[config.mk]
export PLATFORM = sky130hd
export DESIGN_NAME = nvrc_core
export DESIGN_NICKNAME = d
export VERILOG_FILES = /design/src/sv/nvrc_pkg.sv /design/src/sv/nvrc_core.sv
export SDC_FILE = /design/constraint.sdc
export NUM_CORES = 1
export LEC_CHECK = 0
export ABC_AREA = 1
export CORE_MARGIN = 4
export CORE_UTILIZATION = 25
export CTS_CLUSTER_DIAMETER = 60
export DETAILED_ROUTE_END_ITERATION = 8
export DONT_BUFFER_PORTS = 1
export GPL_TIMING_DRIVEN = 0
export PLACE_DENSITY = 0.43
export SKIP_LAST_GASP = 1
export SYNTH_ARGS = -nofsm -noshare
export SYNTH_HDL_FRONTEND = slang
export SYNTH_SLANG_ARGS = --single-unit
[constraint.sdc]
create_clock -name clk -period 2.6 [get_ports clk]
set_clock_uncertainty 0.2 [all_clocks]
set_input_delay 0.13 -clock clk [delete_from_list [all_inputs] [get_ports clk]]
set_output_delay 0.13 -clock clk [all_outputs]
set_load 0.05 [all_outputs]
[src/sv/nvrc_pkg.sv]
// ----------------------------------------------------------------------------
// nvrc_pkg
// Shared types and constants of the n-gram varint record checker.
// ----------------------------------------------------------------------------
`default_nettype none

package nvrc_pkg;

    localparam int unsigned MAX_TOKENS = 7;

    localparam int unsigned IN_DATA_W   = 8;
    localparam int unsigned OUT_DATA_W  = 40;
    localparam int unsigned OUT_USER_W  = 4;
    localparam int unsigned CFG_ADDR_W  = 2;
    localparam int unsigned CFG_DATA_W  = 32;

    localparam logic [6:0] GROUP_MASK = 7'h7F;

    typedef enum logic [1:0] {
        PH_FREQ  = 2'd0,
        PH_TOKEN = 2'd1,
        PH_HALT  = 2'd2
    } phase_t;

    typedef enum logic [3:0] {
        EV_MID           = 4'd0,
        EV_FREQ_DONE     = 4'd1,
        EV_TOKEN_DONE    = 4'd2,
        EV_RECORD_DONE   = 4'd3,
        EV_GROUP_END     = 4'd4,
        EV_ALL_GROUPS    = 4'd5,
        EV_CLEAN_END     = 4'd6,
        EV_FREQ_RANGE    = 4'd7,
        EV_UNKNOWN_TOKEN = 4'd8,
        EV_TRUNCATED     = 4'd9,
        EV_EXTRA_BYTES   = 4'd10,
        EV_HALTED        = 4'd11
    } evt_t;

    typedef enum logic [1:0] {
        REG_TOKENS   = 2'd0,
        REG_VOCAB    = 2'd1,
        REG_MAX_FREQ = 2'd2
    } reg_idx_t;

    typedef struct packed {
        logic [2:0]  tokens_per_ngram;
        logic [31:0] vocab_size;
        logic [14:0] max_freq;
    } cfg_t;

    typedef struct packed {
        evt_t        event_res;
        logic [31:0] field_value;
        logic [7:0]  byte_echo;
    } result_t;

endpackage

`default_nettype wire

[src/sv/nvrc_core.sv]
// ----------------------------------------------------------------------------
// nvrc_core
// Record decode state and the combinational update for one stream item.
// ----------------------------------------------------------------------------
`default_nettype none

module nvrc_core #(
    parameter int TOKEN_BITS = 32
) (
    input  wire logic             clk,
    input  wire logic             rst_n,
    input  wire logic             step,
    input  wire logic             end_in,
    input  wire logic [7:0]       byte_in,
    input  wire nvrc_pkg::cfg_t   cfg,
    output nvrc_pkg::result_t     result
);
    import nvrc_pkg::*;

    localparam int AW = (TOKEN_BITS > 15) ? TOKEN_BITS : 15;
    localparam int NW = AW + 7;
    localparam int CW = (NW > 32) ? NW : 32;

    phase_t        phase_reg,       phase_next;
    logic [AW-1:0] acc_reg,         acc_next;
    logic [2:0]    tokens_reg,      tokens_next;
    logic [31:0]   groups_reg,      groups_next;
    logic          in_record_reg,   in_record_next;

    logic [NW-1:0] nxt;
    logic          groups_done;
    logic          extra;
    logic          freq_over;
    logic          tok_over;
    logic          cont;
    logic          nxt_zero;
    logic [2:0]    tokens_inc;
    logic [2:0]    eff_count;
    logic [31:0]   groups_inc;
    logic          rec_done;

    assign nxt         = {acc_reg, 7'b0} + NW'(byte_in[6:0] & GROUP_MASK);
    assign groups_done = (groups_reg >= cfg.vocab_size);
    assign extra       = (phase_reg == PH_FREQ) && !in_record_reg && groups_done;
    assign freq_over   = (nxt > NW'(cfg.max_freq));
    assign tok_over    = (CW'(nxt) >= CW'(cfg.vocab_size))
                         || (nxt[NW-1:TOKEN_BITS] != '0);
    assign cont        = byte_in[7];
    assign nxt_zero    = (nxt == '0);
    assign tokens_inc  = tokens_reg + 3'd1;
    assign groups_inc  = groups_reg + 32'd1;
    assign eff_count   = (cfg.tokens_per_ngram == 3'd0) ? 3'd1 :
                         (32'(cfg.tokens_per_ngram) > MAX_TOKENS) ? 3'(MAX_TOKENS) :
                         cfg.tokens_per_ngram;
    assign rec_done    = (tokens_inc >= eff_count);

    always_comb
    begin
        phase_next     = phase_reg;
        acc_next       = acc_reg;
        tokens_next    = tokens_reg;
        groups_next    = groups_reg;
        in_record_next = in_record_reg;
        unique case (phase_reg)
            PH_FREQ:
            begin
                priority if (end_in || extra || freq_over)
                begin
                    phase_next = PH_HALT;
                end
                else if (cont)
                begin
                    acc_next       = AW'(nxt);
                    in_record_next = 1'b1;
                end
                else if (nxt_zero)
                begin
                    acc_next       = '0;
                    in_record_next = 1'b0;
                    groups_next    = groups_inc;
                end
                else
                begin
                    acc_next       = '0;
                    phase_next     = PH_TOKEN;
                    tokens_next    = 3'd0;
                    in_record_next = 1'b1;
                end
            end
            PH_TOKEN:
            begin
                priority if (end_in || tok_over)
                begin
                    phase_next = PH_HALT;
                end
                else if (cont)
                begin
                    acc_next = AW'(nxt);
                end
                else if (rec_done)
                begin
                    acc_next       = '0;
                    phase_next     = PH_FREQ;
                    tokens_next    = 3'd0;
                    in_record_next = 1'b0;
                end
                else
                begin
                    acc_next    = '0;
                    tokens_next = tokens_inc;
                end
            end
            default:
            begin
                phase_next = PH_HALT;
            end
        endcase
    end

    always_comb
    begin
        result.event_res   = EV_HALTED;
        result.field_value = '0;
        result.byte_echo   = '0;
        unique case (phase_reg)
            PH_FREQ, PH_TOKEN:
            begin
                priority if (end_in)
                begin
                    result.event_res = (in_record_reg || !groups_done) ?
                                       EV_TRUNCATED : EV_CLEAN_END;
                end
                else if (extra)
                begin
                    result.event_res = EV_EXTRA_BYTES;
                end
                else if (phase_reg == PH_FREQ)
                begin
                    result.byte_echo = byte_in;
                    priority if (freq_over)
                    begin
                        result.event_res = EV_FREQ_RANGE;
                    end
                    else if (cont)
                    begin
                        result.event_res = EV_MID;
                    end
                    else if (nxt_zero)
                    begin
                        result.event_res = (groups_inc == cfg.vocab_size) ?
                                           EV_ALL_GROUPS : EV_GROUP_END;
                    end
                    else
                    begin
                        result.event_res   = EV_FREQ_DONE;
                        result.field_value = 32'(nxt);
                    end
                end
                else
                begin
                    result.byte_echo = byte_in;
                    priority if (tok_over)
                    begin
                        result.event_res = EV_UNKNOWN_TOKEN;
                    end
                    else if (cont)
                    begin
                        result.event_res = EV_MID;
                    end
                    else
                    begin
                        result.event_res   = rec_done ? EV_RECORD_DONE : EV_TOKEN_DONE;
                        result.field_value = 32'(nxt);
                    end
                end
            end
            default:
            begin
                result.event_res = EV_HALTED;
            end
        endcase
    end

    always_ff @(posedge clk or negedge rst_n)
    begin
        if (!rst_n)
        begin
            phase_reg     <= PH_FREQ;
            acc_reg       <= '0;
            tokens_reg    <= '0;
            groups_reg    <= '0;
            in_record_reg <= 1'b0;
        end
        else if (step)
        begin
            phase_reg     <= phase_next;
            acc_reg       <= acc_next;
            tokens_reg    <= tokens_next;
            groups_reg    <= groups_next;
            in_record_reg <= in_record_next;
        end
    end

endmodule

`default_nettype wire

# After elaboration in Yosys (flattened, before gate mapping)
# Cells that the tools add are included.
[totals]
register_bits = 70
latchBits = 0
ramBits = 0
rom_bits = 0
input_bits = 62
wordCells = 92
n_memories = 0
[op_classes]
n_addsub = 3
n_mul = 0
div_mod_pow = 0
n_lt_le_gt_ge = 4
n_eq_ne = 12
shifts = 0
n_mux = 46
bitwise_logic = 2
reduce_logical = 20
[op_table]
columns = ["cell", "n"]
rows = [
  ["2-to-1 mux 32 bit", 8],
  ["2-to-1 mux 40 bit", 3],
  ["case mux 32 bit (2 select lines)", 1],
  ["2-to-1 mux 44 bit", 1],
  ["adder 39 x 7 -> 39 bit", 1],
  [">= comparator 39 x 32 -> 1 bit", 1],
  ["> comparator 39 x 15 -> 1 bit", 1],
  ["zero test 39 bit", 1],
  ["adder 32 x 1 -> 32 bit, second input constant", 1],
  ["equality test 32 bit", 1],
  [">= comparator 32 bit", 1],
  ["2-to-1 mux 3 bit", 9],
  ["2-to-1 mux 4 bit", 6],
  ["2-to-1 mux 2 bit", 7],
  ["!= test 2 bit, second input constant", 6],
  ["AND reduction 5 bit", 2],
  ["2-to-1 mux 1 bit", 8],
  ["AND reduction 7 bit", 1],
  ["nonzero test 7 bit", 1],
  ["!= test 3 x 2 -> 1 bit, second input constant", 2],
  ["!= test 3 bit, second input constant", 2],
  ["case mux 3 bit (2 select lines)", 1],
  ["AND reduction 6 bit", 1],
  ["logical OR 1 bit", 5],
  ["other kinds (13)", 16],
]

# Longest topological paths before layout
# Gate-level depths: netlist (run 1).
[depth]
depth_word = 10
ltp_mapped = 19

# Worst setup path after synthesis (run 1)
# OpenSTA, ideal clock, no wires.
[synth_path]
path_kind = "reg2out"
start = "register groups_reg[9]"
end = "output result[10] in the netlist's numbering"
arrival_time_ns = 2.850
required_ns = 2.270
path_slack_ns = -0.580
stages_incl_launch_ff = 16
n_path_buf = 1
path_cell_list = "dfrtp_1 -> ha_1 -> nand2_1 -> inv_1 -> o21ai_0 -> nand2_1 -> a21oi_1 -> nand2_1 -> nand2_1 -> nand3_1 -> nand2_1 -> nand2_1 -> inv_1 -> nand2_1 -> clkbuf_1 -> nor3_1"
[synth_rtl]
columns = ["item", "line_no", "rtl"]
rows = [
  ["from (decl)", "nvrc_core.sv:27", "logic [31:0] groups_reg, groups_next;"],
  ["from (signal assigned)", "nvrc_core.sv:199", "groups_reg <= groups_next;"],
  ["to (decl)", "nvrc_core.sv:16", "output nvrc_pkg::result_t result"],
]

==> results of run 1 <==
-- area by class of cell --
class,instances,area [um^2]
Fill cell,2965,17100
Multi-Input combinational cell,879,6000
Sequential cell,70,1810
Timing Repair Buffer,124,1270
Inverter,141,544
Tap cell,378,473
Buffer,20,308
Clock buffer,10,229
Clock inverter,6,71.3
Timing Repair inverter,1,7.51
-- repair_timing --
| item | CTS | global route |
|---|---|---|
| buffers inserted | 69 | 34 |
| pin swaps | 49 | 91 |
| hold endpoints to repair | 85 | 0 |
| gates resized for setup | 221 | 202 |
| hold buffers | 11 | 0 |
| gates cloned | 9 | 4 |
| endpoints found under the setup margin | 114 | 114 |
-- path summary, 6_finish.rpt --
check | startpoint | end | slack [ps] | cells past startpoint
setup / recovery | acc_reg[0] | result[42] | -610 | 14
hold / removal | rst_n | groups_reg[23] | 230 | 2
setup reg to reg | acc_reg[0] | groups_reg[3] | -430 | 18
hold reg to reg | acc_reg[29] | acc_reg[29] | 250 | 2
max in group asynchronous | rst_n | groups_reg[9] | 1630 | 2
min in group clk | cfg[48] | tokens_reg[0] | 230 | 7
-- per-layer routing --
metal	wire length (um)	part of all wire, %	vias to the layer above	GRT usage [%]
met1	13100	46	3702	24.0
met4	388	1.4	0	4.45
met3	1170	4.1	23	3.38
met5	0	0	-	0
met2	13800	49	160	29.8
li1	-	-	3880	-
-- report_power, final --
group | internal, W | switching [W] | leakage [nW]
combinational | 0.000144 | 0.000233 | 3.88
sequential | 0.00109 | 0.00000956 | 0.847
clock | 0.000752 | 0.000580 | 0.139
-- kinds of logic (layout without fill, tap and decap cells) --
group	count (synthesis)	after routing	synth area share (%)
buf+inv	164	302	9.32
flops	70	70	24.8
compound gates	139	139	10.4
xor+xnor	13	13	1.81
fa+ha+maj	84	84	14.9
simple gates	643	643	38.8
-- metrics by stage --
stage | cell area, um^2 | setup slack [ps]
CTS | 9720 | -661
detailed placement | 7810 | -917
floorplan | 7330 | -173
finish | 10700 | -614
global route | 10700 | -727
global placement | 7810 | -914
-- cells in the mapped netlist (all sizes together), types with 5 or more instances --
cell type	number	share of area (%)
a21oi	38	2.7
buf	11	1.0
clkbuf	12	0.78
dfrtp	70	25
ha	84	15
inv	141	7.5
nand2	379	21
nand3	77	5.7
nand4	23	2.0
nor2	130	7.9
nor3	27	2.0
o21ai	88	6.3
o21bai	5	0.53
xor2	10	1.2
-- worst register-to-register path: stages (launching register included) --
cell and delay [ps]:
dfrtp_2 450, ha_1 290, nand4_1 140, buf_4 170
buf_4 120, buf_4 130, nor3_4 130, o21ai_2 100
nand2_2 90, o21ai_4 70, buf_4 140, buf_6 120
nand3_4 90, nor2_4 70, nand2_8 120, buf_12 130
clkinvlp_4 170, nand2_1 110, o21ai_1 60
==> run_results.csv, run 1 <==
group,metric,value,unit
sta,maxSlewViolCount,0,
placement,place_congestion,0.887,
global_route,grt.total_usage,17.9,%
global_route,antenna_found_initial,0,
critical_path,end_kind,"output pin",
global_route,grt_max_degree,71,
critical_path,path_buf_inv,5,
floorplan,pin_count,106,
critical_path,cp_max_fo,5,
placement,dp.cells,1491,
clocking,cts_tree,"built",
final_layout,most-common-layout-cells,"nand2_1, inv_1, buf_4",
floorplan,coreArea,0.0279,mm^2
final_layout,stdcell_count,1629,
sta,worst_pin_slew,611,ps
clocking,cts_buffers,9,
yosys,postSynth.asyncResetShare,100,%
floorplan,die_area,0.0310,mm^2
final_layout,layout_commonest_cell,"nand2_1",
critical_path,cp_slowest_cell,"dfrtp_2",
yosys,yosys_most_used_dff,"dfrtp_1",
global_route,first_global_vias,7561,
critical_path,cp_common_cell,"buf_4",
run_status,status,"finished with violations",
sta,min_period,3210,ps
clocking,clk_latency,350,ps
power,p_per_area,262,mW/mm^2
critical_path,worstPathArrival,2880,ps
final_layout,finish.net_count,1392,
placement,place_hpwl,20600,um
critical_path,cpPeakStageDelay,450,ps
yosys,synth.cell_area,0.00706,mm^2
power,peakVddDrop,0.000324,V
global_route,grt_remaining_overflow,0,
clocking,cts_sinks,70,
power,power.total,0.00281,W
yosys,syn-instance-count,1113,
route,vias,7765,
min_path,hold_class,"primary input to asynchronous set/reset pin",
clocking,htree_levels,3,
placement,portBuffers,0,
clocking,cts.root.buffer_cell,"clkbuf_16",
yosys,ys_seq_area_share,24.8,%
critical_path,path_cells,"ha_1 -> nand4_1 -> buf_4 -> buf_4 -> buf_4 -> nor3_4 -> o21ai_2 -> nand2_2 -> o21ai_4 -> buf_4 -> buf_6 -> nand2_1 -> nand3_2 -> a21oi_4",
final_layout,final_util,38.5,%
floorplan,row_count,61,
power,power.leakage,4.86,nW
floorplan,initial_utilization,25.3,%
sta,finalSetupTns,-44570,ps
critical_path,path_class,"register to output pin",
floorplan,die_w,176,um
route,vias_per_cell,4.77,
global_route,grt_pass1_wl,42900,um
route,drtIter0Drc,357,
sta,max_freq,311,MHz
yosys,synth-seq-cells,70,
yosys,synth_edf_count,0,
sta,relSlewSlack,59.1,%
flow_run,maxCapViolCount,0,
run_status,failed_checks,"setup timing",
sta,hold_viol,0,
final_layout,drive_gt1_share,34.4,%
route,drc,0,
route,wl_per_cell,17.4,um
sta,hold_slack,231,ps
route,finalWirelength,28400,um
yosys,ys_warn_count,0,
final_layout,syn2layout_area_growth,51.8,%
critical_path,critPathLaunchType,"register",
final_layout,num_antenna_cells,0,
route,detail-route-antenna-nets,0,
sta,post-route-period-util,124,%
clocking,cts_buffer_depth,2,
floorplan,die_y,176,um
sta,rsz0062_at_grt,"true",
yosys,syn-num-nets,1259,
clocking,clk_pin_slew,70,ps
critical_path,crit_family,"buffers and inverters",
route,drt_first_pass_iters,5,
sta,post-route-worst-setup-slack,-614,ps
critical_path,required,2270,ps
yosys,syn_avg_cell_area,6.34,um^2
sta,setup_viol_count_final,114,
yosys,ys_types,38,
Note: power is estimated with default switching activity, not from simulation.
==> run 2: changes to the inputs <==
Clock period 2.6 ns to 2.99 ns, I/O delays scaled along.
==> run 2 against run 1 <==
Compared with the run above:
- the flow still finishes with violations (setup timing)
- sequential cell count stayed put
- hold slack worse by 68 ps
- clock-buffer cell count is 1 lower
- setup slack gained 340 ps
- clock power is 5% lower
- first-iteration DRC count grew 39%
- via count fell by 1.5%
- final cell count shrank 1.2%
- total power is 9.7% lower
- sequential share of layout area grew 0.71 points
- die area is the same
- non-clock buffer count down 20
- highest routed layer unchanged
==> run_results.csv, run 2 (synthesized netlist as in run 1, its figures left out) <==
group,metric,value,unit
run_status,status,"finished with violations",
run_status,failed_checks,"setup timing",
sta,post-route-period-util,109,%
placement,place_congestion,0.871,
placement,dp.cells,1494,
floorplan,row_count,61,
power,sw_frac_of_total,28.6,%
placement,place_hpwl,20900,um
final_layout,stdcell_count,1610,
route,detail-route-antenna-nets,0,
global_route,first_global_vias,7186,
sta,max_freq,306,MHz
floorplan,die_w,176,um
sta,maxSlewViolCount,0,
critical_path,worstPathArrival,2920,ps
critical_path,critPathLaunchType,"register",
sta,rsz0062_at_grt,"true",
clocking,cts_sinks,70,
final_layout,final_util,36.9,%
route,vias,7652,
sta,min_period,3270,ps
route,drc,0,
route,finalWirelength,28500,um
global_route,grt_busiest_layer,"met2",
critical_path,cp_max_fo,5,
final_layout,fill_cells,2943,
final_layout,most-common-layout-cells,"nand2_1, inv_1, buf_4",
clocking,clk_latency,360,ps
power,p_sw,0.000726,W
final_layout,syn2layout_area_growth,45.6,%
power,peakVddDrop,0.000248,V
power,clockPowerShare,49.7,%
route,wl_per_cell,17.7,um
final_layout,finish.net_count,1373,
global_route,grt_pass1_wl,42200,um
route,vias_per_cell,4.75,
final_layout,layout_commonest_cell,"nand2_1",
floorplan,pin_count,106,
floorplan,initial_utilization,25.3,%
floorplan,coreArea,0.0279,mm^2
route,drtIter0Drc,496,
clocking,cts_buffer_depth,2,
route,drt_first_pass_iters,5,
flow_run,maxCapViolCount,0,
placement,portBuffers,0,
global_route,grt_max_degree,71,
final_layout,num_antenna_cells,0,
clocking,htree_levels,3,
power,p_seq_share,37.7,%
critical_path,path_class,"register to output pin",
power,p_int,0.00181,W
sta,setup_viol_count_final,42,
floorplan,die_y,176,um
floorplan,die_area,0.0310,mm^2
clocking,cts_buffers,9,
power,p_per_area,247,mW/mm^2
global_route,grt.total_usage,17.7,%
global_route,gr-usage-met1,24.9,%
global_route,use_met3,3.21,%
sta,relSlewSlack,59.2,%
power,power.leakage,4.78,nW
critical_path,required,2640,ps
global_route,antenna_found_initial,0,
sta,post-route-worst-setup-slack,-277,ps
clocking,cts_tree,"built",
final_layout,drive_gt1_share,29.8,%
clocking,clk_pin_slew,70,ps
min_path,hold_class,"primary input to register",
sta,hold_viol,0,
critical_path,end_kind,"output pin",
power,pwr-share-comb,12.6,%
clocking,cts.root.buffer_cell,"clkbuf_16",
sta,worst_pin_slew,611,ps
global_route,grt_use_met2,28.7,%
global_route,grt_remaining_overflow,0,
run 2: worst paths after layout:
| path | depth (start not counted) | end | slack (ps) | start |
|---|---|---|---|---|
| min in group asynchronous | 2 | groups_reg[16] | 180 | rst_n |
| setup reg to reg | 16 | groups_reg[18] | 30 | acc_reg[3] |
| max in group asynchronous | 2 | acc_reg[11] | 2040 | rst_n |
| hold / removal | 6 | in_record_reg | 160 | end_in |
| setup / recovery | 14 | result[9] | -280 | acc_reg[7] |
| hold reg to reg | 2 | acc_reg[28] | 270 | acc_reg[28] |
run 2: worst max-delay path: stages (launching register included):
cell and delay, ps:
dfrtp_2 450, buf_12 150, ha_4 150, nor3_1 170, nand3_1 100, nor2_1 140
nand3_1 90, nor2_1 130, nand2_2 80, o21ai_4 90, nand3_2 110, nand2_4 130
inv_6 60, buf_12 150, nor3_4 540
run 2: per-layer routing:
| metal | share of wire (%) | routed length, um |
|---|---|---|
| met3 | 5.0 | 1440 |
| met1 | 46 | 13300 |
| met5 | 0 | 0 |
| met2 | 47 | 13300 |
| met4 | 1.8 | 518 |
run 2: layout make-up:
type | instances | area, um^2 | share of cell area (%)
multi-input combinational | 880 | 5950 | 57.8
inverter | 141 | 546 | 5.31
timing repair buffer | 103 | 918 | 8.93
tap | 378 | 473 | 4.60
clock inverter | 7 | 103 | 0.998
sequential | 70 | 1810 | 17.6
buffer | 21 | 255 | 2.48
clock buffer | 9 | 225 | 2.19
timing repair inverter | 1 | 7.51 | 0.0730
run 2: stage by stage:
step,total power (W),setup WS (ps),hold slack [ps],instance area [um^2],setup TNS (ps)
global route,0.00265,-459,223,10300,-16380
detailed placement,0.00119,-1130,-341,7590,-37450
global placement,0.00119,-1270,-341,7530,-42100
finish,0.00254,-277,163,10300,-7470
floorplan,0.00113,-209,-346,7060,-4180
CTS,0.00251,-349,123,9010,-10180
run 2: power by group through the flow:
stage          logic, W  registers [W]  clock network (W)
2_1_floorplan  0.000159       0.000972                  0
3_3_place_gp   0.000211       0.000976                  0
3_5_place_dp   0.000214       0.000976                  0
4_1_cts        0.000275       0.000958            0.00127
5_1_grt        0.000369       0.000957            0.00133
6_report       0.000321       0.000957            0.00126
run 2: repair_timing:
action                                  4_1_cts  5_1_grt
hold endpoints to repair                     82        0
hold buffers                                 11        0
setup buffers                                27       58
endpoints found under the setup margin      107      112
cloned                                        3        3
pin swaps                                    34       87
resized for setup                           191      177
==> run 3: changes to the inputs <==
Settings changed: CTS_BUF_LIST set to sky130_fd_sc_hd__clkbuf_8, GPL_ROUTABILITY_DRIVEN set to 1.
==> run 3 against run 2 <==
Compared with the run above:
- the flow still finishes with violations (setup timing)
- critical path depth fell by 4
- register-to-register slack got worse by 200 ps
- die area did not move
- largest cell class unchanged
- routed wire length rose by 1.0%
- sequential cell count did not move
- final area rose by 1.6%
- core utilization rose by 0.59 points
- critical path type unchanged
- global-route usage barely moved
- combinational power rose by 1%
==> run_results.csv, run 3 (synthesized netlist as in run 1, its figures left out) <==
group,metric,value,unit
clocking,cts_buffers,9,
global_route,first_global_vias,7171,
critical_path,end_kind,"output pin",
placement,portBuffers,0,
clocking,clk_pin_slew,100,ps
route,drtIter0Drc,474,
placement,place_hpwl,20900,um
sta,min_period,3330,ps
placement,place_area,0.00759,mm^2
run_status,failed_checks,"setup timing",
route,wl_per_cell,17.7,um
power,p_per_area,214,mW/mm^2
sta,post-route-period-util,111,%
global_route,grt_remaining_overflow,0,
final_layout,drive_gt1_share,31.7,%
clocking,cts_sinks,70,
sta,relSlewSlack,59.1,%
critical_path,setup.worst_path.start,"acc_reg[3]",
final_layout,fill_cells,2946,
flow_run,maxCapViolCount,0,
critical_path,worstPathArrival,2980,ps
critical_path,cpPeakStageDelay,540,ps
min_path,hold_class,"primary input to register",
route,vias,7702,
global_route,grt.total_usage,17.6,%
placement,place_ws,-1130,ps
route,drt_first_pass_iters,5,
route,vias_per_cell,4.74,
power,power.leakage,4.76,nW
global_route,antenna_found_initial,0,
sta,maxSlewViolCount,0,
final_layout,num_antenna_cells,0,
clocking,cts.root.buffer_cell,"clkbuf_8",
run_status,status,"finished with violations",
clocking,htree_levels,3,
global_route,grt_max_degree,71,
critical_path,cp_slowest_cell,"nor3_4",
sta,worst_pin_slew,611,ps
floorplan,coreArea,0.0279,mm^2
final_layout,syn2layout_area_growth,48.0,%
min_path,hold_depth,7,
critical_path,cp_max_fo,5,
clocking,clk_latency,380,ps
floorplan,initial_utilization,25.3,%
critical_path,critPathLaunchType,"register",
clocking,cts_buffer_depth,2,
final_layout,finish.net_count,1387,
route,finalWirelength,28800,um
critical_path,r2r_end,"groups_reg[28]",
power,power.total,0.00223,W
critical_path,r2r_slack,-170,ps
final_layout,layout_commonest_cell,"nand2_1",
min_path,hp-start,"cfg[48]",
placement,place_congestion,0.871,
critical_path,worst-r2r-cell-count,16,
critical_path,path_class,"register to output pin",
final_layout,fin_area,0.0104,mm^2
critical_path,required,2640,ps
critical_path,timing.rr.start,"acc_reg[3]",
min_path,min_to,"tokens_reg[1]",
power,peakVddDrop,0.000187,V
final_layout,most-common-layout-cells,"nand2_1, inv_1, buf_4",
global_route,grt_pass1_wl,42200,um
sta,setup_viol_count_final,98,
sta,rsz0062_at_grt,"true",
floorplan,die_w,176,um
route,detail-route-antenna-nets,0,
critical_path,path_cells,"ha_4 -> nand4_1 -> nor4_4 -> nand3_1 -> o21ai_4 -> nand3_2 -> nand2_4 -> inv_6 -> buf_12 -> nor3_4",
sta,post-route-worst-setup-slack,-343,ps
floorplan,die_area,0.0310,mm^2
sta,max_freq,300,MHz
sta,hold_viol,0,
floorplan,row_count,61,
floorplan,die_y,176,um
floorplan,pin_count,106,
clocking,cts_tree,"built",
route,drc,0,
-- run 3: stage by stage --
stage / hold WS, ps / utilization (%) / instances / setup TNS, ps
after CTS: 97.0 / 31.9 / 1549 / -12160
after detailed placement: -341 / 27.2 / 1494 / -37450
after global placement: -341 / 27.0 / 1491 / -42100
after global routing: 180 / 37.5 / 1624 / -28860
after floorplan: -346 / - / 1113 / -4180
final: 141 / 37.5 / 1624 / -13410
-- run 3: where the power goes --
part,internal [W],total [W],switching [W]
Combinational,0.000120,0.000325,0.000204
Sequential,0.000950,0.000956,0.00000663
Clock,0.000482,0.000950,0.000468
-- run 3: what timing repair did --
action | in CTS | in global routing
hold endpoints to repair | 84 | 0
pin swaps | 34 | 86
gates cloned | 3 | 7
setup buffers | 25 | 70
hold buffers | 11 | 0
setup endpoints to repair | 107 | 112
gates resized for setup | 189 | 211
-- run 3: critical path: cells and delay by family, from the launching register on --
family | cells | cell delay (ps)
flops | 1 | 490
simple gates | 6 | 1350
fa+ha+maj | 1 | 290
buf+inv | 2 | 210
compound gates | 1 | 250
-- run 3: worst max-delay path by stage --
stage / to / depth (start not counted)
floorplan: result[10] / 15
global placement: result[10] / 17
detailed placement: result[13] / 17
CTS: result[9] / 15
global route: result[9] / 13
finish: result[9] / 10
-- run 3: layout make-up --
class                      instances  area (um^2)  share of cell area [%]
buffer                            21          294                    2.81
sequential                        70         1810                    17.3
timing repair buffer             117         1090                    10.4
timing repair inverter             1         7.51                  0.0719
clock inverter                     7          103                   0.982
clock buffer                       9          124                    1.19
multi-input combinational        880         6000                    57.4
inverter                         141          546                    5.22
tap                              378          473                    4.53
-- run 3: metal layers --
layer | wire [um] | track usage (%) | up-vias
met2 | 13800 | 28.6 | 162
met1 | 13500 | 24.8 | 3646
li1 | - | - | 3874
met4 | 340 | 3.12 | 0
met5 | 0 | 0 | -
met3 | 1200 | 3.25 | 20
